### config.mk
export PLATFORM = sky130hd
export DESIGN_NAME = sd_card_init_sequencer
export DESIGN_NICKNAME = d
export VERILOG_FILES = /design/src/rtl/core/sdi_pkg.sv /design/src/rtl/core/sdi_divider.sv /design/src/rtl/core/sdi_datapath.sv /design/src/rtl/core/sdi_ctrl.sv /design/src/rtl/core/sd_card_init_sequencer.sv
export SDC_FILE = /design/constraint.sdc
export NUM_CORES = 1
export LEC_CHECK = 0
export BUFFER_PORTS_ARGS = -buffer_cell sky130_fd_sc_hd__buf_2
export CORE_UTILIZATION = 59
export CTS_BUF_LIST = sky130_fd_sc_hd__clkbuf_4 sky130_fd_sc_hd__clkbuf_8 sky130_fd_sc_hd__clkbuf_16
export CTS_CLUSTER_DIAMETER = 30
export DETAILED_ROUTE_END_ITERATION = 8
export PLACE_DENSITY = 0.81
export REMOVE_ABC_BUFFERS = 1
export SYNTH_ARGS = -nofsm -noshare
export SYNTH_HDL_FRONTEND = slang
export SYNTH_SLANG_ARGS = --single-unit
### constraint.sdc
create_clock -name clock -period 6.6 [get_ports clock]
set_input_delay 0.99 -clock clock [delete_from_list [all_inputs] [get_ports clock]]
set_output_delay 0.99 -clock clock [all_outputs]
set_load 0.005 [all_outputs]
### src/rtl/core/sdi_pkg.sv
// Shared types and constants for the SD card bring-up sequencer.
// Holds event/action/error codes, datapath operations, command words
// and the controller <-> datapath command and status structs.
package sdi_pkg;

   // event kinds on the request side
   typedef enum logic [2:0] {
      REQ_START      = 3'd0,
      REQ_HRST_DONE  = 3'd1,
      REQ_CLK_STABLE = 3'd2,
      REQ_CMD_DONE   = 3'd3,
      REQ_FAILURE    = 3'd4,
      REQ_RETRY_TICK = 3'd5,
      REQ_ACCESS     = 3'd6,
      REQ_RSVD       = 3'd7
   } req_kind_type;

   // action codes on the response side
   localparam logic [2:0] ACT_NONE       = 3'd0;
   localparam logic [2:0] ACT_RESET_HOST = 3'd1;
   localparam logic [2:0] ACT_SET_CLOCK  = 3'd2;
   localparam logic [2:0] ACT_ISSUE      = 3'd3;
   localparam logic [2:0] ACT_WAIT_RETRY = 3'd4;
   localparam logic [2:0] ACT_READY      = 3'd5;
   localparam logic [2:0] ACT_FAILED     = 3'd6;
   localparam logic [2:0] ACT_DONE       = 3'd7;

   // error codes
   localparam logic [2:0] ERR_NONE     = 3'd0;
   localparam logic [2:0] ERR_CLOCK    = 3'd1;
   localparam logic [2:0] ERR_CMD      = 3'd2;
   localparam logic [2:0] ERR_POWER    = 3'd3;
   localparam logic [2:0] ERR_NOT_INIT = 3'd4;

   // command-and-transfer-mode words
   localparam logic [31:0] CMD0_WORD   = 32'h0000_0000;
   localparam logic [31:0] CMD2_WORD   = 32'h0209_0000;
   localparam logic [31:0] CMD3_WORD   = 32'h030A_0000;
   localparam logic [31:0] CMD7_WORD   = 32'h070B_0000;
   localparam logic [31:0] CMD8_WORD   = 32'h081A_0000;
   localparam logic [31:0] CMD16_WORD  = 32'h100A_0000;
   localparam logic [31:0] CMD17_WORD  = 32'h112A_0012;
   localparam logic [31:0] CMD24_WORD  = 32'h182A_0002;
   localparam logic [31:0] CMD55_WORD  = 32'h370A_0000;
   localparam logic [31:0] ACMD41_WORD = 32'h2902_0000;

   localparam logic [31:0] CMD8_ARG    = 32'h0000_01AA;
   localparam logic [11:0] CMD8_ECHO   = 12'h1AA;
   localparam logic [31:0] ACMD41_ARG  = 32'h00FF_8000;
   localparam int          BLOCK_BYTES = 512;
   localparam int          BLOCK_SHIFT = $clog2(BLOCK_BYTES);
   localparam logic [31:0] CMD16_ARG   = 32'(BLOCK_BYTES);

   // clock divider
   localparam logic [29:0] BASE_MIN      = 30'd1_000_000;
   localparam logic [29:0] BASE_MAX      = 30'd1_000_000_000;
   localparam logic [29:0] BASE_FALLBACK = 30'd41_666_666;
   localparam logic [9:0]  DIV_MAX       = 10'h3FF;
   localparam int          DIV_NUM_W     = 31;
   localparam int          DIV_DEN_W     = 27;

   typedef enum logic [4:0] {
      OP_NONE,
      OP_START,
      OP_CLK_ID,
      OP_CMD0,
      OP_CMD7,
      OP_CMD8,
      OP_CMD8_DONE,
      OP_CMD8_FAIL,
      OP_CMD55,
      OP_ACMD41,
      OP_POWER_OK,
      OP_POWER_FAIL,
      OP_POWER_WAIT,
      OP_CMD3,
      OP_CLK_WORK,
      OP_CMD16,
      OP_READY,
      OP_ACCESS,
      OP_ACCESS_DONE,
      OP_FAIL_CMD,
      OP_FAIL_HOST,
      OP_FAIL_CLK,
      OP_NOT_INIT
   } op_type;

   typedef struct packed {
      logic   load;       // latch the accepted word's payload
      logic   div_start;  // launch the divider
      logic   div_work;   // 1: working clock, 0: identification clock
      logic   commit;     // apply op to state and result register
      op_type op;
   } sdi_cmd_type;

   typedef struct packed {
      logic div_done;
      logic pwr_ready;  // ACMD41 response has the busy/ready bit set
      logic pwr_limit;  // next try count reaches the limit
   } sdi_stat_type;

endpackage

### src/rtl/core/sdi_divider.sv
// Restoring divider, one quotient bit per cycle.
// Depends on sdi_pkg for the operand widths.
module sdi_divider
   import sdi_pkg::*;
(
   input  logic                 clock,
   input  logic                 reset,
   input  logic                 start,
   input  logic [DIV_NUM_W-1:0] num,
   input  logic [DIV_DEN_W-1:0] den,
   output logic                 busy,
   output logic                 done,
   output logic [DIV_NUM_W-1:0] quo
);

   localparam int CNT_W = $clog2(DIV_NUM_W);
   localparam logic [CNT_W-1:0] LAST = CNT_W'(DIV_NUM_W - 1);

   logic                 busy_ff, busy_in;
   logic                 done_ff, done_in;
   logic [CNT_W-1:0]     cnt_ff, cnt_in;
   logic [DIV_NUM_W-1:0] quo_ff, quo_in;
   logic [DIV_DEN_W-1:0] den_ff, den_in;
   logic [DIV_DEN_W-1:0] rem_ff, rem_in;
   logic [DIV_DEN_W:0]   trial;
   logic                 fits;

   assign trial = {rem_ff, quo_ff[DIV_NUM_W-1]};
   assign fits  = trial >= {1'b0, den_ff};

   always_comb begin
      busy_in = busy_ff;
      done_in = 1'b0;
      cnt_in  = cnt_ff;
      quo_in  = quo_ff;
      den_in  = den_ff;
      rem_in  = rem_ff;
      if (start) begin
         busy_in = 1'b1;
         cnt_in  = '0;
         quo_in  = num;
         den_in  = den;
         rem_in  = '0;
      end else if (busy_ff) begin
         rem_in = fits ? DIV_DEN_W'(trial - {1'b0, den_ff}) : trial[DIV_DEN_W-1:0];
         quo_in = {quo_ff[DIV_NUM_W-2:0], fits};
         cnt_in = cnt_ff + 1'b1;
         if (cnt_ff == LAST) begin
            busy_in = 1'b0;
            done_in = 1'b1;
         end
      end
   end

   always_ff @(posedge clock) begin
      if (reset) begin
         busy_ff <= 1'b0;
         done_ff <= 1'b0;
         cnt_ff  <= '0;
      end else begin
         busy_ff <= busy_in;
         done_ff <= done_in;
         cnt_ff  <= cnt_in;
      end
      quo_ff <= quo_in;
      den_ff <= den_in;
      rem_ff <= rem_in;
   end

   assign busy = busy_ff;
   assign done = done_ff;
   assign quo  = quo_ff;

   a_start_busy : assert property (@(posedge clock) disable iff (reset)
      start |=> busy_ff)
      else $error("divider not busy after start");

   a_done_idle : assert property (@(posedge clock) disable iff (reset)
      done_ff |-> !busy_ff && $past(busy_ff))
      else $error("divider done without a finished run");

endmodule

### src/rtl/core/sdi_datapath.sv
// Datapath: payload latch, card state, divider and result register.
// Depends on sdi_pkg and sdi_divider; driven by sdi_ctrl commands.
module sdi_datapath
   import sdi_pkg::*;
(
   input  logic         clock,
   input  logic         reset,
   input  sdi_cmd_type  cmd,
   output sdi_stat_type stat,
   input  logic [31:0]  resp_word,
   input  logic         is_write,
   input  logic [31:0]  block_lba,
   input  logic [29:0]  base_clock_hz,
   input  logic [18:0]  ident_clock_hz,
   input  logic [25:0]  work_clock_hz,
   input  logic [9:0]   max_power_tries,
   output logic [2:0]   action,
   output logic [31:0]  cmd_word,
   output logic [31:0]  cmd_arg,
   output logic [9:0]   clock_divider,
   output logic [2:0]   error_code,
   output logic [5:0]   failed_cmd,
   output logic         cmd_line_reset,
   output logic         block_addressed,
   output logic [15:0]  card_rca
);

   // payload latch
   logic [31:0] resp_ff;
   logic        wr_ff;
   logic [31:0] lba_ff;

   // card state
   logic        v2_ff, v2_in;
   logic        hc_ff, hc_in;
   logic [15:0] rca_ff, rca_in;
   logic [9:0]  try_ff, try_in;
   logic [5:0]  pend_ff, pend_in;
   logic [9:0]  divr_ff, divr_in;

   // result register
   logic [2:0]  act_ff, act_in;
   logic [31:0] word_ff, word_in;
   logic [31:0] arg_ff, arg_in;
   logic [2:0]  err_ff, err_in;
   logic [5:0]  fcmd_ff, fcmd_in;
   logic        clr_ff, clr_in;

   logic [9:0]           try_inc;
   logic [25:0]          hz;
   logic [29:0]          base_eff;
   logic [DIV_NUM_W-1:0] div_num;
   logic [DIV_DEN_W-1:0] div_den;
   logic [DIV_NUM_W-1:0] quo;
   logic [9:0]           quo_clamp;
   logic                 div_busy;
   logic                 iss;
   logic [31:0]          rca_arg;
   logic [31:0]          lba_arg;

   assign try_inc = try_ff + 1'b1;
   assign rca_arg = {rca_ff, 16'h0000};
   assign lba_arg = hc_ff ? lba_ff : {lba_ff[31-BLOCK_SHIFT:0], BLOCK_SHIFT'(0)};

   assign stat.pwr_ready = resp_ff[31];
   assign stat.pwr_limit = try_inc >= max_power_tries;

   // ceil(base / 2hz) = floor((base + 2hz - 1) / 2hz); hz of zero gives all ones
   assign hz       = cmd.div_work ? work_clock_hz : 26'(ident_clock_hz);
   assign base_eff = (base_clock_hz < BASE_MIN || base_clock_hz > BASE_MAX) ?
                     BASE_FALLBACK : base_clock_hz;
   assign div_den  = {hz, 1'b0};
   assign div_num  = DIV_NUM_W'({1'b0, base_eff} + {4'b0, div_den} - 31'd1);

   sdi_divider u_div (
      .clock (clock),
      .reset (reset),
      .start (cmd.div_start),
      .num   (div_num),
      .den   (div_den),
      .busy  (div_busy),
      .done  (stat.div_done),
      .quo   (quo)
   );

   always_comb begin
      if (quo == '0)
         quo_clamp = 10'd1;
      else if (quo > DIV_NUM_W'(DIV_MAX))
         quo_clamp = DIV_MAX;
      else
         quo_clamp = quo[9:0];
   end

   always_comb begin
      v2_in   = v2_ff;
      hc_in   = hc_ff;
      rca_in  = rca_ff;
      try_in  = try_ff;
      pend_in = pend_ff;
      divr_in = divr_ff;
      act_in  = ACT_NONE;
      word_in = '0;
      arg_in  = '0;
      err_in  = ERR_NONE;
      fcmd_in = '0;
      clr_in  = 1'b0;
      iss     = 1'b0;
      case (cmd.op)
         OP_START: begin
            v2_in   = 1'b0;
            hc_in   = 1'b0;
            rca_in  = '0;
            try_in  = '0;
            pend_in = '0;
            act_in  = ACT_RESET_HOST;
         end
         OP_CLK_ID, OP_CLK_WORK: begin
            if (cmd.op == OP_CLK_WORK)
               rca_in = resp_ff[31:16];
            divr_in = quo_clamp;
            act_in  = ACT_SET_CLOCK;
         end
         OP_CMD0: begin
            iss     = 1'b1;
            word_in = CMD0_WORD;
         end
         OP_CMD7: begin
            iss     = 1'b1;
            word_in = CMD7_WORD;
            arg_in  = rca_arg;
         end
         OP_CMD8: begin
            iss     = 1'b1;
            word_in = CMD8_WORD;
            arg_in  = CMD8_ARG;
         end
         OP_CMD8_DONE, OP_CMD8_FAIL: begin
            v2_in   = (cmd.op == OP_CMD8_DONE) && (resp_ff[11:0] == CMD8_ECHO);
            clr_in  = cmd.op == OP_CMD8_FAIL;
            try_in  = '0;
            iss     = 1'b1;
            word_in = CMD55_WORD;
            arg_in  = rca_arg;
         end
         OP_CMD55: begin
            iss     = 1'b1;
            word_in = CMD55_WORD;
            arg_in  = rca_arg;
         end
         OP_ACMD41: begin
            iss     = 1'b1;
            word_in = ACMD41_WORD;
            arg_in  = ACMD41_ARG | {1'b0, v2_ff, 30'h0};
         end
         OP_POWER_OK: begin
            try_in  = try_inc;
            hc_in   = resp_ff[30];
            iss     = 1'b1;
            word_in = CMD2_WORD;
         end
         OP_POWER_FAIL: begin
            try_in  = try_inc;
            act_in  = ACT_FAILED;
            err_in  = ERR_POWER;
            fcmd_in = pend_ff;
         end
         OP_POWER_WAIT: begin
            try_in = try_inc;
            act_in = ACT_WAIT_RETRY;
         end
         OP_CMD3: begin
            iss     = 1'b1;
            word_in = CMD3_WORD;
         end
         OP_CMD16: begin
            iss     = 1'b1;
            word_in = CMD16_WORD;
            arg_in  = CMD16_ARG;
         end
         OP_READY:       act_in = ACT_READY;
         OP_ACCESS: begin
            iss     = 1'b1;
            word_in = wr_ff ? CMD24_WORD : CMD17_WORD;
            arg_in  = lba_arg;
         end
         OP_ACCESS_DONE: act_in = ACT_DONE;
         OP_FAIL_CMD, OP_FAIL_HOST, OP_FAIL_CLK: begin
            act_in  = ACT_FAILED;
            err_in  = (cmd.op == OP_FAIL_CLK) ? ERR_CLOCK : ERR_CMD;
            fcmd_in = pend_ff;
            clr_in  = cmd.op == OP_FAIL_CMD;
         end
         OP_NOT_INIT: begin
            act_in = ACT_FAILED;
            err_in = ERR_NOT_INIT;
         end
         default: ;
      endcase
      if (iss) begin
         act_in  = ACT_ISSUE;
         pend_in = word_in[29:24];
      end
   end

   always_ff @(posedge clock) begin
      if (cmd.load) begin
         resp_ff <= resp_word;
         wr_ff   <= is_write;
         lba_ff  <= block_lba;
      end
      if (reset) begin
         v2_ff   <= 1'b0;
         hc_ff   <= 1'b0;
         rca_ff  <= '0;
         try_ff  <= '0;
         pend_ff <= '0;
         divr_ff <= '0;
      end else if (cmd.commit) begin
         v2_ff   <= v2_in;
         hc_ff   <= hc_in;
         rca_ff  <= rca_in;
         try_ff  <= try_in;
         pend_ff <= pend_in;
         divr_ff <= divr_in;
      end
      if (cmd.commit) begin
         act_ff  <= act_in;
         word_ff <= word_in;
         arg_ff  <= arg_in;
         err_ff  <= err_in;
         fcmd_ff <= fcmd_in;
         clr_ff  <= clr_in;
      end
   end

   // card state changes only on commit, so it matches the word on the output
   assign action          = act_ff;
   assign cmd_word        = word_ff;
   assign cmd_arg         = arg_ff;
   assign clock_divider   = divr_ff;
   assign error_code      = err_ff;
   assign failed_cmd      = fcmd_ff;
   assign cmd_line_reset  = clr_ff;
   assign block_addressed = hc_ff;
   assign card_rca        = rca_ff;

   a_no_commit_busy : assert property (@(posedge clock) disable iff (reset)
      cmd.commit |-> !div_busy)
      else $error("commit while divider running");

endmodule

### src/rtl/core/sdi_ctrl.sv
// Controller: bring-up phase machine and per-word handshake sequencing.
// Depends on sdi_pkg; commands sdi_datapath through sdi_cmd_type.
module sdi_ctrl
   import sdi_pkg::*;
(
   input  logic         clock,
   input  logic         reset,
   input  logic         req_tvalid,
   output logic         req_tready,
   input  logic [2:0]   req_type,
   output logic         rsp_tvalid,
   input  logic         rsp_tready,
   output sdi_cmd_type  cmd,
   input  sdi_stat_type stat
);

   typedef enum logic [1:0] {
      ST_IDLE,
      ST_DECODE,
      ST_DIV,
      ST_COMMIT
   } eng_type;

   typedef enum logic [4:0] {
      PH_IDLE, PH_HRST, PH_CLK_ID, PH_CMD0, PH_CMD8, PH_CMD55, PH_ACMD41,
      PH_RETRY, PH_CMD2, PH_CMD3, PH_CLK_WORK, PH_CMD7, PH_CMD16, PH_READY,
      PH_ACCESS, PH_FAILED
   } phase_type;

   eng_type      st_ff, st_in;
   phase_type    ph_ff, ph_in;
   phase_type    nph_ff, nph_in;
   op_type       op_ff, op_in;
   req_kind_type req_ff, req_in;
   logic         vld_ff, vld_in;
   logic         accept;
   logic         slot_free;
   logic         commit;
   logic         cmd_phase;
   op_type       dec_op;
   phase_type    dec_ph;

   assign accept    = req_tvalid && (st_ff == ST_IDLE);
   assign slot_free = !vld_ff || rsp_tready;
   assign commit    = (st_ff == ST_COMMIT) && slot_free;

   assign cmd_phase = (ph_ff == PH_CMD0) || (ph_ff == PH_CMD8) || (ph_ff == PH_CMD55) ||
                      (ph_ff == PH_ACMD41) || (ph_ff == PH_CMD2) || (ph_ff == PH_CMD3) ||
                      (ph_ff == PH_CMD7) || (ph_ff == PH_CMD16);

   // event x phase decode
   always_comb begin
      dec_op = OP_NONE;
      dec_ph = ph_ff;
      unique case (req_ff)
         REQ_START: begin
            dec_op = OP_START;
            dec_ph = PH_HRST;
         end
         REQ_HRST_DONE:
            if (ph_ff == PH_HRST) begin
               dec_op = OP_CLK_ID;
               dec_ph = PH_CLK_ID;
            end
         REQ_CLK_STABLE:
            if (ph_ff == PH_CLK_ID) begin
               dec_op = OP_CMD0;
               dec_ph = PH_CMD0;
            end else if (ph_ff == PH_CLK_WORK) begin
               dec_op = OP_CMD7;
               dec_ph = PH_CMD7;
            end
         REQ_CMD_DONE:
            case (ph_ff)
               PH_CMD0: begin
                  dec_op = OP_CMD8;
                  dec_ph = PH_CMD8;
               end
               PH_CMD8: begin
                  dec_op = OP_CMD8_DONE;
                  dec_ph = PH_CMD55;
               end
               PH_CMD55: begin
                  dec_op = OP_ACMD41;
                  dec_ph = PH_ACMD41;
               end
               PH_ACMD41:
                  if (stat.pwr_ready) begin
                     dec_op = OP_POWER_OK;
                     dec_ph = PH_CMD2;
                  end else if (stat.pwr_limit) begin
                     dec_op = OP_POWER_FAIL;
                     dec_ph = PH_FAILED;
                  end else begin
                     dec_op = OP_POWER_WAIT;
                     dec_ph = PH_RETRY;
                  end
               PH_CMD2: begin
                  dec_op = OP_CMD3;
                  dec_ph = PH_CMD3;
               end
               PH_CMD3: begin
                  dec_op = OP_CLK_WORK;
                  dec_ph = PH_CLK_WORK;
               end
               PH_CMD7: begin
                  dec_op = OP_CMD16;
                  dec_ph = PH_CMD16;
               end
               PH_CMD16: begin
                  dec_op = OP_READY;
                  dec_ph = PH_READY;
               end
               PH_ACCESS: begin
                  dec_op = OP_ACCESS_DONE;
                  dec_ph = PH_READY;
               end
               default: ;
            endcase
         REQ_FAILURE:
            if (ph_ff == PH_CMD8) begin
               // CMD8 timeout just means a v1 card
               dec_op = OP_CMD8_FAIL;
               dec_ph = PH_CMD55;
            end else if (cmd_phase) begin
               dec_op = OP_FAIL_CMD;
               dec_ph = PH_FAILED;
            end else if (ph_ff == PH_ACCESS) begin
               dec_op = OP_FAIL_CMD;
               dec_ph = PH_READY;
            end else if (ph_ff == PH_HRST) begin
               dec_op = OP_FAIL_HOST;
               dec_ph = PH_FAILED;
            end else if (ph_ff == PH_CLK_ID || ph_ff == PH_CLK_WORK) begin
               dec_op = OP_FAIL_CLK;
               dec_ph = PH_FAILED;
            end
         REQ_RETRY_TICK:
            if (ph_ff == PH_RETRY) begin
               dec_op = OP_CMD55;
               dec_ph = PH_CMD55;
            end
         REQ_ACCESS:
            if (ph_ff == PH_READY) begin
               dec_op = OP_ACCESS;
               dec_ph = PH_ACCESS;
            end else begin
               dec_op = OP_NOT_INIT;
            end
         REQ_RSVD: ;
         default: ;
      endcase
   end

   always_comb begin
      st_in  = st_ff;
      ph_in  = ph_ff;
      nph_in = nph_ff;
      op_in  = op_ff;
      req_in = req_ff;
      vld_in = vld_ff;
      if (rsp_tready)
         vld_in = 1'b0;
      unique case (st_ff)
         ST_IDLE:
            if (accept) begin
               req_in = req_kind_type'(req_type);
               st_in  = ST_DECODE;
            end
         ST_DECODE: begin
            op_in  = dec_op;
            nph_in = dec_ph;
            st_in  = (dec_op == OP_CLK_ID || dec_op == OP_CLK_WORK) ? ST_DIV : ST_COMMIT;
         end
         ST_DIV:
            if (stat.div_done)
               st_in = ST_COMMIT;
         ST_COMMIT:
            if (slot_free) begin
               ph_in  = nph_ff;
               vld_in = 1'b1;
               st_in  = ST_IDLE;
            end
         default: st_in = ST_IDLE;
      endcase
   end

   always_ff @(posedge clock) begin
      if (reset) begin
         st_ff  <= ST_IDLE;
         ph_ff  <= PH_IDLE;
         nph_ff <= PH_IDLE;
         op_ff  <= OP_NONE;
         req_ff <= REQ_RSVD;
         vld_ff <= 1'b0;
      end else begin
         st_ff  <= st_in;
         ph_ff  <= ph_in;
         nph_ff <= nph_in;
         op_ff  <= op_in;
         req_ff <= req_in;
         vld_ff <= vld_in;
      end
   end

   assign req_tready    = st_ff == ST_IDLE;
   assign rsp_tvalid    = vld_ff;
   assign cmd.load      = accept;
   assign cmd.div_start = (st_ff == ST_DECODE) && (dec_op == OP_CLK_ID || dec_op == OP_CLK_WORK);
   assign cmd.div_work  = dec_op == OP_CLK_WORK;
   assign cmd.commit    = commit;
   assign cmd.op        = op_ff;

   a_commit_slot : assert property (@(posedge clock) disable iff (reset)
      commit |-> (!vld_ff || rsp_tready))
      else $error("result overwritten before it was taken");

   a_accept_busy : assert property (@(posedge clock) disable iff (reset)
      (req_tvalid && req_tready) |=> !req_tready)
      else $error("second word taken while one is in work");

   a_commit_valid : assert property (@(posedge clock) disable iff (reset)
      commit |=> rsp_tvalid)
      else $error("committed result not presented");

endmodule

### src/rtl/core/sd_card_init_sequencer.sv
// SD card bring-up sequencer, top level: CSR block and controller/datapath.
// Depends on sdi_pkg, sdi_ctrl, sdi_datapath (which holds sdi_divider).
//
//   channel  dir  handshake          payload
//   req_     in   tvalid/tready      tuser: req_type; tdata: event payload
//   rsp_     out  tvalid/tready      tuser: action; tdata: result fields
//   csr_     in   APB psel/penable   4 x 32-bit registers at 4*i
//
// One event in, one result out. An accepted word passes through decode and commit states
// before rsp_tvalid rises, with a divide state between them for a set-clock event, where
// the 31-step serial divider runs; commit waits until the previous result is taken. A new
// word is taken once the previous result is in the output register, so a stalled rsp_
// side blocks at most one further word.
// reset is synchronous, active high, and puts the card phase to idle.
module sd_card_init_sequencer
   import sdi_pkg::*;
(
   input  logic         clock,
   input  logic         reset,
   input  logic         req_tvalid,
   output logic         req_tready,
   input  logic [2:0]   req_tuser,   // req_type
   input  logic [71:0]  req_tdata,   // resp_word, is_write, block_lba, zero pad
   output logic         rsp_tvalid,
   input  logic         rsp_tready,
   output logic [2:0]   rsp_tuser,   // action
   output logic [103:0] rsp_tdata,   // cmd_word, cmd_arg, clock_divider, error_code,
                                     // failed_cmd, cmd_line_reset, block_addressed,
                                     // card_rca, zero pad
   input  logic         csr_psel,
   input  logic         csr_penable,
   input  logic         csr_pwrite,
   input  logic [3:0]   csr_paddr,
   input  logic [31:0]  csr_pwdata,
   output logic [31:0]  csr_prdata,
   output logic         csr_pready
);

   localparam logic [1:0] CSR_BASE  = 2'd0;
   localparam logic [1:0] CSR_IDENT = 2'd1;
   localparam logic [1:0] CSR_WORK  = 2'd2;
   localparam logic [1:0] CSR_TRIES = 2'd3;

   logic [29:0] base_ff;
   logic [18:0] ident_ff;
   logic [25:0] work_ff;
   logic [9:0]  tries_ff;
   logic        csr_wr;

   sdi_cmd_type  cmd;
   sdi_stat_type stat;

   logic [31:0] cmd_word, cmd_arg;
   logic [9:0]  clock_divider;
   logic [2:0]  error_code;
   logic [5:0]  failed_cmd;
   logic        cmd_line_reset, block_addressed;
   logic [15:0] card_rca;

   assign csr_pready = 1'b1;
   assign csr_wr     = csr_psel && csr_penable && csr_pwrite;

   always_ff @(posedge clock) begin
      if (reset) begin
         base_ff  <= BASE_FALLBACK;
         ident_ff <= 19'd400_000;
         work_ff  <= 26'd25_000_000;
         tries_ff <= 10'd1000;
      end else if (csr_wr) begin
         unique case (csr_paddr[3:2])
            CSR_BASE:  base_ff  <= csr_pwdata[29:0];
            CSR_IDENT: ident_ff <= csr_pwdata[18:0];
            CSR_WORK:  work_ff  <= csr_pwdata[25:0];
            CSR_TRIES: tries_ff <= csr_pwdata[9:0];
            default: ;
         endcase
      end
   end

   always_comb begin
      unique case (csr_paddr[3:2])
         CSR_BASE:  csr_prdata = {2'b0, base_ff};
         CSR_IDENT: csr_prdata = {13'b0, ident_ff};
         CSR_WORK:  csr_prdata = {6'b0, work_ff};
         CSR_TRIES: csr_prdata = {22'b0, tries_ff};
         default:   csr_prdata = '0;
      endcase
   end

   sdi_ctrl u_ctrl (
      .clock      (clock),
      .reset      (reset),
      .req_tvalid (req_tvalid),
      .req_tready (req_tready),
      .req_type   (req_tuser),
      .rsp_tvalid (rsp_tvalid),
      .rsp_tready (rsp_tready),
      .cmd        (cmd),
      .stat       (stat)
   );

   sdi_datapath u_dp (
      .clock           (clock),
      .reset           (reset),
      .cmd             (cmd),
      .stat            (stat),
      .resp_word       (req_tdata[31:0]),
      .is_write        (req_tdata[32]),
      .block_lba       (req_tdata[64:33]),
      .base_clock_hz   (base_ff),
      .ident_clock_hz  (ident_ff),
      .work_clock_hz   (work_ff),
      .max_power_tries (tries_ff),
      .action          (rsp_tuser),
      .cmd_word        (cmd_word),
      .cmd_arg         (cmd_arg),
      .clock_divider   (clock_divider),
      .error_code      (error_code),
      .failed_cmd      (failed_cmd),
      .cmd_line_reset  (cmd_line_reset),
      .block_addressed (block_addressed),
      .card_rca        (card_rca)
   );

   assign rsp_tdata = {3'b0, card_rca, block_addressed, cmd_line_reset, failed_cmd,
                       error_code, clock_divider, cmd_arg, cmd_word};

endmodule

==> summary.txt, run 1 <==
status: complete, no violations
clock slew at reported path FFs: 50 ps
Avg Cell Area, Syn: 9.119 um^2
Hold Fails Final Rpt: 0
P per Cell Area: 324.7 mW/mm^2
total power draw: 7.714 mW
DIE WIDTH: 184.4 um
root buf cell: clkbuf_16
Post-DP Area: 0.02087 mm^2
die span in y: 184.4 um
period utilization: 0.9645
Die ar.: 0.03400 mm^2
CP Data Arrival Time: 6680 ps
CTS tree: yes
Skew-Pair Late Insertion Delay: 590 ps
initial core utilization: 0.6016
post-synthesis cell area: 0.01963 mm^2
CP Data Required Time: 6910 ps
worst slew pin tran: 1212 ps
post-synthesis sequential area ratio: 0.4555
via count: 17340
crit path from: u_dp.try_ff[0]
layout cells sized above 1: 0.1938
Final Critical Period: 6366 ps
worst-path maximum fanout: 7
post-detail-place hpwl: 34300 um
largest net degree at the start of global routing: 72
routed wire length: 54450 um
Synth cell types: 91
R2R depth: 26
area delta synth->final: 21.05%
CTS sink count: 359
Critical Path Source Type: flip-flop
GPL Wtd Cong: 0.9391
Max-Cap Viols: 0
Critical R2R Launch: u_dp.try_ff[0]
final setup vio count: 0
Detail Route Antenna Nets: 0
number of global-route vias before repair: 16230
Async SR Flop Fraction: 0
Pre-antenna DRT Iters: 6
Clock Skews: 26.23 ps
Max Fclk: 0.1571 GHz
Rows: 66
# port buffers: 219
Min-Delay Startpoint: u_ctrl.nph_ff[3]
Hold-fix buffers, CTS: 0
grt total ovfl: 0
Vias/cell: 6.045
Leak: 10.15 nW
DR DRC count: 0
total track usage: 0.3091
top_reg_cell synth: dfxtp_1
design area: 0.02376 mm^2
hold depth: 2
Synthesis Warnings: 0
top-level I/O count: 260
slew margin rel.: 0.1898
antenna violations before repair: 1
WS Path Type: reg2reg
Synth Instances: 2152
first-pass GRT wire length: 83710 um
initial DRC count: 1986
CTS Buf Count: 74
core area: 0.03262 mm^2
crit end category: flip-flop
routed len/inst: 18.99 um
H-tree Lvls: 3
Hold Path Class: reg2reg
fin. max-slew vios: 0
Peak VDD IR: 0.0002473 V
clock tree buffer depth: 3
Seq cells post-synth: 359
NumNets Final: 2582
Post-synth EDFFs: 175
## final cells by class
cell class | instances | area, um^2
fill | 2182 | 8864
clock buffer | 88 | 1999
timing repair buffer | 254 | 1386
tap | 442 | 553.0
multi-input combinational | 1526 | 9674
inverter | 149 | 561.8
clock inverter | 49 | 635.6
sequential | 359 | 8942
antenna | 1 | 2.502
## repair_timing
item                                    CTS  global route
gates resized for setup                   1            32
pin swaps                                 0             5
buffers inserted                          0            11
hold endpoints to repair                  0             0
endpoints found under the setup margin    1            12
gates cloned                              0             2
## sequential cells by signal, indices dropped and copies added (netlist names), 10 cells and up
name                count
base_ff                30
ident_ff               19
tries_ff               10
u_dp.card_rca          16
u_dp.clock_divider     10
u_dp.cmd_arg           32
u_dp.cmd_word          12
u_dp.lba_ff            32
u_dp.resp_ff           28
u_dp.try_ff            10
u_dp.u_div.den_ff      26
u_dp.u_div.quo         31
u_dp.u_div.rem_ff      27
work_ff                26
## final timing paths
kind	slack, ps	endpoint
worst min-delay path	450	u_ctrl.ph_ff[3]
worst max register to register	230	u_dp.u_div.quo[30]
worst min register to register	450	u_ctrl.ph_ff[3]
worst max-delay path	230	u_dp.u_div.quo[30]
## per-stage QoR
stage / worst slack [ps] / instances / hold WS [ps] / utilization / TNS, ps
floorplan: 19.58 / 2034 / 421.0 / - / 0
global placement: 313.4 / 2717 / 437.5 / 0.6397 / 0
detailed placement: 180.7 / 2717 / 443.1 / 0.6397 / 0
CTS: 60.20 / 2854 / 453.3 / 0.7207 / 0
global route: -69.13 / 2868 / 460.9 / 0.7283 / -96.67
finish: 234.1 / 2868 / 450.8 / 0.7283 / 0
## cells in the final DEF (no fill, tap or decap), types with 44 or more instances in the layout
| cell | netlist | layout |
|---|---|---|
| a21oi_1 | 149 | 147 |
| buf_2 | 12 | 218 |
| clkbuf_16 | 0 | 76 |
| dfxtp_1 | 184 | 181 |
| edfxtp_1 | 175 | 175 |
| ha_1 | 98 | 98 |
| inv_1 | 147 | 146 |
| mux2i_1 | 56 | 45 |
| nand2_1 | 361 | 360 |
| nand3b_1 | 44 | 44 |
| nor2_1 | 176 | 174 |
| o21ai_0 | 100 | 99 |
## cells in the mapped netlist, types with 5 or more instances
library cell,instances,area [um^2]
a211o_1,6,52.55
a211oi_1,17,127.6
a21o_1,27,202.7
a21oi_1,149,745.7
a221o_1,9,90.09
a22oi_1,25,187.7
a311oi_1,16,140.1
a31oi_1,19,118.9
and2_1,20,125.1
and3_1,21,131.4
buf_1,5,18.77
buf_2,12,60.06
buf_4,32,240.2
clkbuf_1,88,330.3
dfxtp_1,184,3684
edfxtp_1,175,5255
ha_1,98,1226
inv_1,147,551.8
mux2_2,13,146.4
mux2i_1,56,560.5
mux4_2,10,225.2
nand2_1,361,1355
nand2b_1,23,143.9
nand3_1,28,140.1
nand3b_1,44,330.3
nand4_1,14,87.58
nor2_1,176,660.6
nor2b_1,18,112.6
nor3_1,40,200.2
nor4_1,18,112.6
o211ai_1,8,60.06
o21a_1,11,82.58
o21ai_0,100,500.5
o21bai_1,9,67.56
o22ai_1,12,75.07
o31ai_1,9,67.56
or2_2,8,50.05
or3_1,7,43.79
xnor2_1,28,245.2
xor2_1,23,201.4
## cells by family after synthesis
family | share of synthesized area
other | 0.0003827
adders and majority gates | 0.06452
xor gates and xnor gates | 0.02276
AOI/OAI and AO/OA | 0.1555
muxes | 0.04941
DFF | 0.4555
and+or+nand+nor | 0.1883
buffers and inverters | 0.06369
## power breakdown
group,switching (mW),internal [mW]
clock network,1.28,2.58
registers,0.173,2.57
logic,0.694,0.416
total,2.14,5.57
## routing by layer
metal | track usage | vias up | wire length, um
met5 | 0 | - | 0
met4 | 0.1173 | 0 | 1697
met3 | 0.05513 | 143 | 4762
met2 | 0.4978 | 913 | 25770
met1 | 0.4144 | 8268 | 22220
li1 | - | 8013 | -
## critical path, cell delays in order, from the launching register on
cell and delay, ps:
dfxtp_2 340, ha_1 250, and3_1 240, and3_1 240, xor2_1 160, ha_1 270, nand2_1 40, a21oi_1 300
a211oi_1 140, o31a_2 400, nor4_4 280, buf_4 180, clkbuf_16 160, buf_4 150, mux2i_4 270, ha_1 200
inv_1 50, ha_1 340, nand3_1 160, a211oi_2 110, a2111oi_4 410, nor4_2 130, o311ai_2 340, a21boi_2 130
o41ai_2 350, mux2i_1 120, a311o_1 340
(Power assumes the default switching activity.)
==> run 2, diff against run 1 <==
PLACE_DENSITY = 0.88   (was 0.81)
==> summary.txt, run 2 (synthesized netlist as in run 1, its figures left out) <==
status: complete, but fails checks
failing checks: DRC
Pre-antenna DRT Iters: 9
Hold Path Sink: u_ctrl.ph_ff[2]
Worst Slack Setup Final: 194.3 ps
routing usage on met1: 0.4166
crit end category: flip-flop
Die ar.: 0.03400 mm^2
Final Critical Period: 6406 ps
fin. max-slew vios: 0
area delta synth->final: 19.73%
Hold WS: 457.4 ps
Leak: 9.984 nW
Post-DP Area: 0.02085 mm^2
initial DRC count: 2835
worst slew pin tran: 1289 ps
slew margin rel.: 0.1405
die span in y: 184.4 um
met2 Track Usage GR: 0.5446
total track usage: 0.3383
NumNets Final: 2569
root buf cell: clkbuf_16
core area: 0.03262 mm^2
top-level I/O count: 260
CP Data Required Time: 6920 ps
number of global-route vias before repair: 17340
clock slew at reported path FFs: 50 ps
first-pass GRT wire length: 90510 um
GPL Wtd Cong: 0.9522
via count: 18310
Setup TNS: 0 ps
CTS sink count: 359
post-detail-place hpwl: 35030 um
Max-Cap Viols: 0
DR DRC count: 1
routed len/inst: 20.95 um
Rows: 66
R2R depth: 25
Min-Delay Startpoint: u_ctrl.nph_ff[2]
CTS tree: yes
P per Cell Area: 317.5 mW/mm^2
design area: 0.02350 mm^2
Skew-Pair Late Insertion Delay: 600 ps
Clock Skews: 37.31 ps
Vias/cell: 6.426
Peak VDD IR: 0.0003391 V
gr busiest metal: met2
grt met3 use: 0.07548
CP Data Arrival Time: 6730 ps
CTS Buf Count: 69
DIE WIDTH: 184.4 um
Hold Path Class: reg2reg
worst-path maximum fanout: 8
Critical Path Source Type: flip-flop
WS Path Type: reg2reg
Place WS: 144.2 ps
routed wire length: 59700 um
Detail Route Antenna Nets: 0
Worst R2R Setup Slack: 190 ps
final setup vio count: 0
Hold Fails Final Rpt: 0
most frequent cells in the layout: 360 x nand2_1, 218 x buf_2, 181 x dfxtp_1
RR Endpoint: u_dp.u_div.quo[30]
initial core utilization: 0.6016
clock tree buffer depth: 3
antenna violations before repair: 2
commonest non-fill, non-tap cell in the layout: nand2_1
Critical R2R Launch: u_dp.try_ff[2]
H-tree Lvls: 3
layout cells sized above 1: 0.1891
# port buffers: 219
period utilization: 0.9706
Max Fclk: 0.1561 GHz
grt total ovfl: 0
hold depth: 2
largest net degree at the start of global routing: 71
run 2: cell count changes in the layout (fill, tap and decap cells not counted), sizes merged:
cell    previous run  this run
clkinv            25        16
buf              253       245
bufinv            10         6
inv              154       157
clkbuf            89        88
run 2: cell type report:
| type | count | area, um^2 |
|---|---|---|
| fill | 2007 | 9121 |
| tap | 442 | 553.0 |
| inverter | 149 | 561.8 |
| antenna | 1 | 2.502 |
| clock buffer | 87 | 1911 |
| clock inverter | 39 | 481.7 |
| sequential | 359 | 8942 |
| timing repair buffer | 246 | 1335 |
| multi-input combinational | 1526 | 9711 |
run 2: report_power, final:
part	switching [mW]	internal [mW]
sequential	0.180	2.57
combinational	0.713	0.416
clock	1.26	2.32
total	2.15	5.31
run 2: repair_timing:
item / 4_1_cts / 5_1_grt
setup endpoints to repair: 1 / 14
pin swaps: 0 / 6
cloned: 0 / 2
hold buffers: 0 / 0
resized for setup: 4 / 38
buffers inserted: 0 / 5
endpoints found under the hold margin: 0 / 0
run 2: metrics by stage:
stage	utilization	cells	total power, mW
floorplan	-	2034	3.469
global placement	0.6392	2715	3.791
detailed placement	0.6392	2715	3.836
CTS	0.7132	2841	7.417
global route	0.7204	2849	7.682
finish	0.7204	2849	7.460
run 2: worst max path at each step:
stage                               from                  to  slack [ps]  depth (start not counted)
after floorplan           u_dp.try_ff[2]  u_dp.u_div.quo[29]          20                         25
after CTS                 u_dp.try_ff[2]  u_dp.u_div.quo[29]           5                         26
after global placement    u_dp.try_ff[2]  u_dp.u_div.quo[30]         290                         25
final                     u_dp.try_ff[2]  u_dp.u_div.quo[30]         190                         25
after global routing      u_dp.try_ff[1]  u_dp.u_div.quo[30]         -20                         26
after detailed placement  u_dp.try_ff[2]  u_dp.u_div.quo[30]         140                         25
run 2: metal layers:
layer	routed length, um	vias up	share of wire
met5	20	-	0.00034
met4	3638	2	0.061
met3	6764	364	0.11
met2	27670	1443	0.46
met1	21600	8513	0.36
li1	-	7985	-
run 2: critical path, cell delays in order (launching register included):
cell       delay [ps]
dfxtp_2           350
and3_4            200
and3_2            250
and3_2            250
xor2_1            150
ha_1              320
nand2_1            90
a21oi_1           280
a211oi_1          150
o31a_2            400
nor4_4            210
buf_4             200
clkbuf_16         200
mux2i_2           330
ha_1              280
inv_1              70
ha_1              300
a21oi_1           160
o21ai_0           190
a2111oi_4         340
nor4_2            130
o311ai_2          320
a21boi_2          120
o41ai_2           350
mux2i_1           130
a311o_1           340
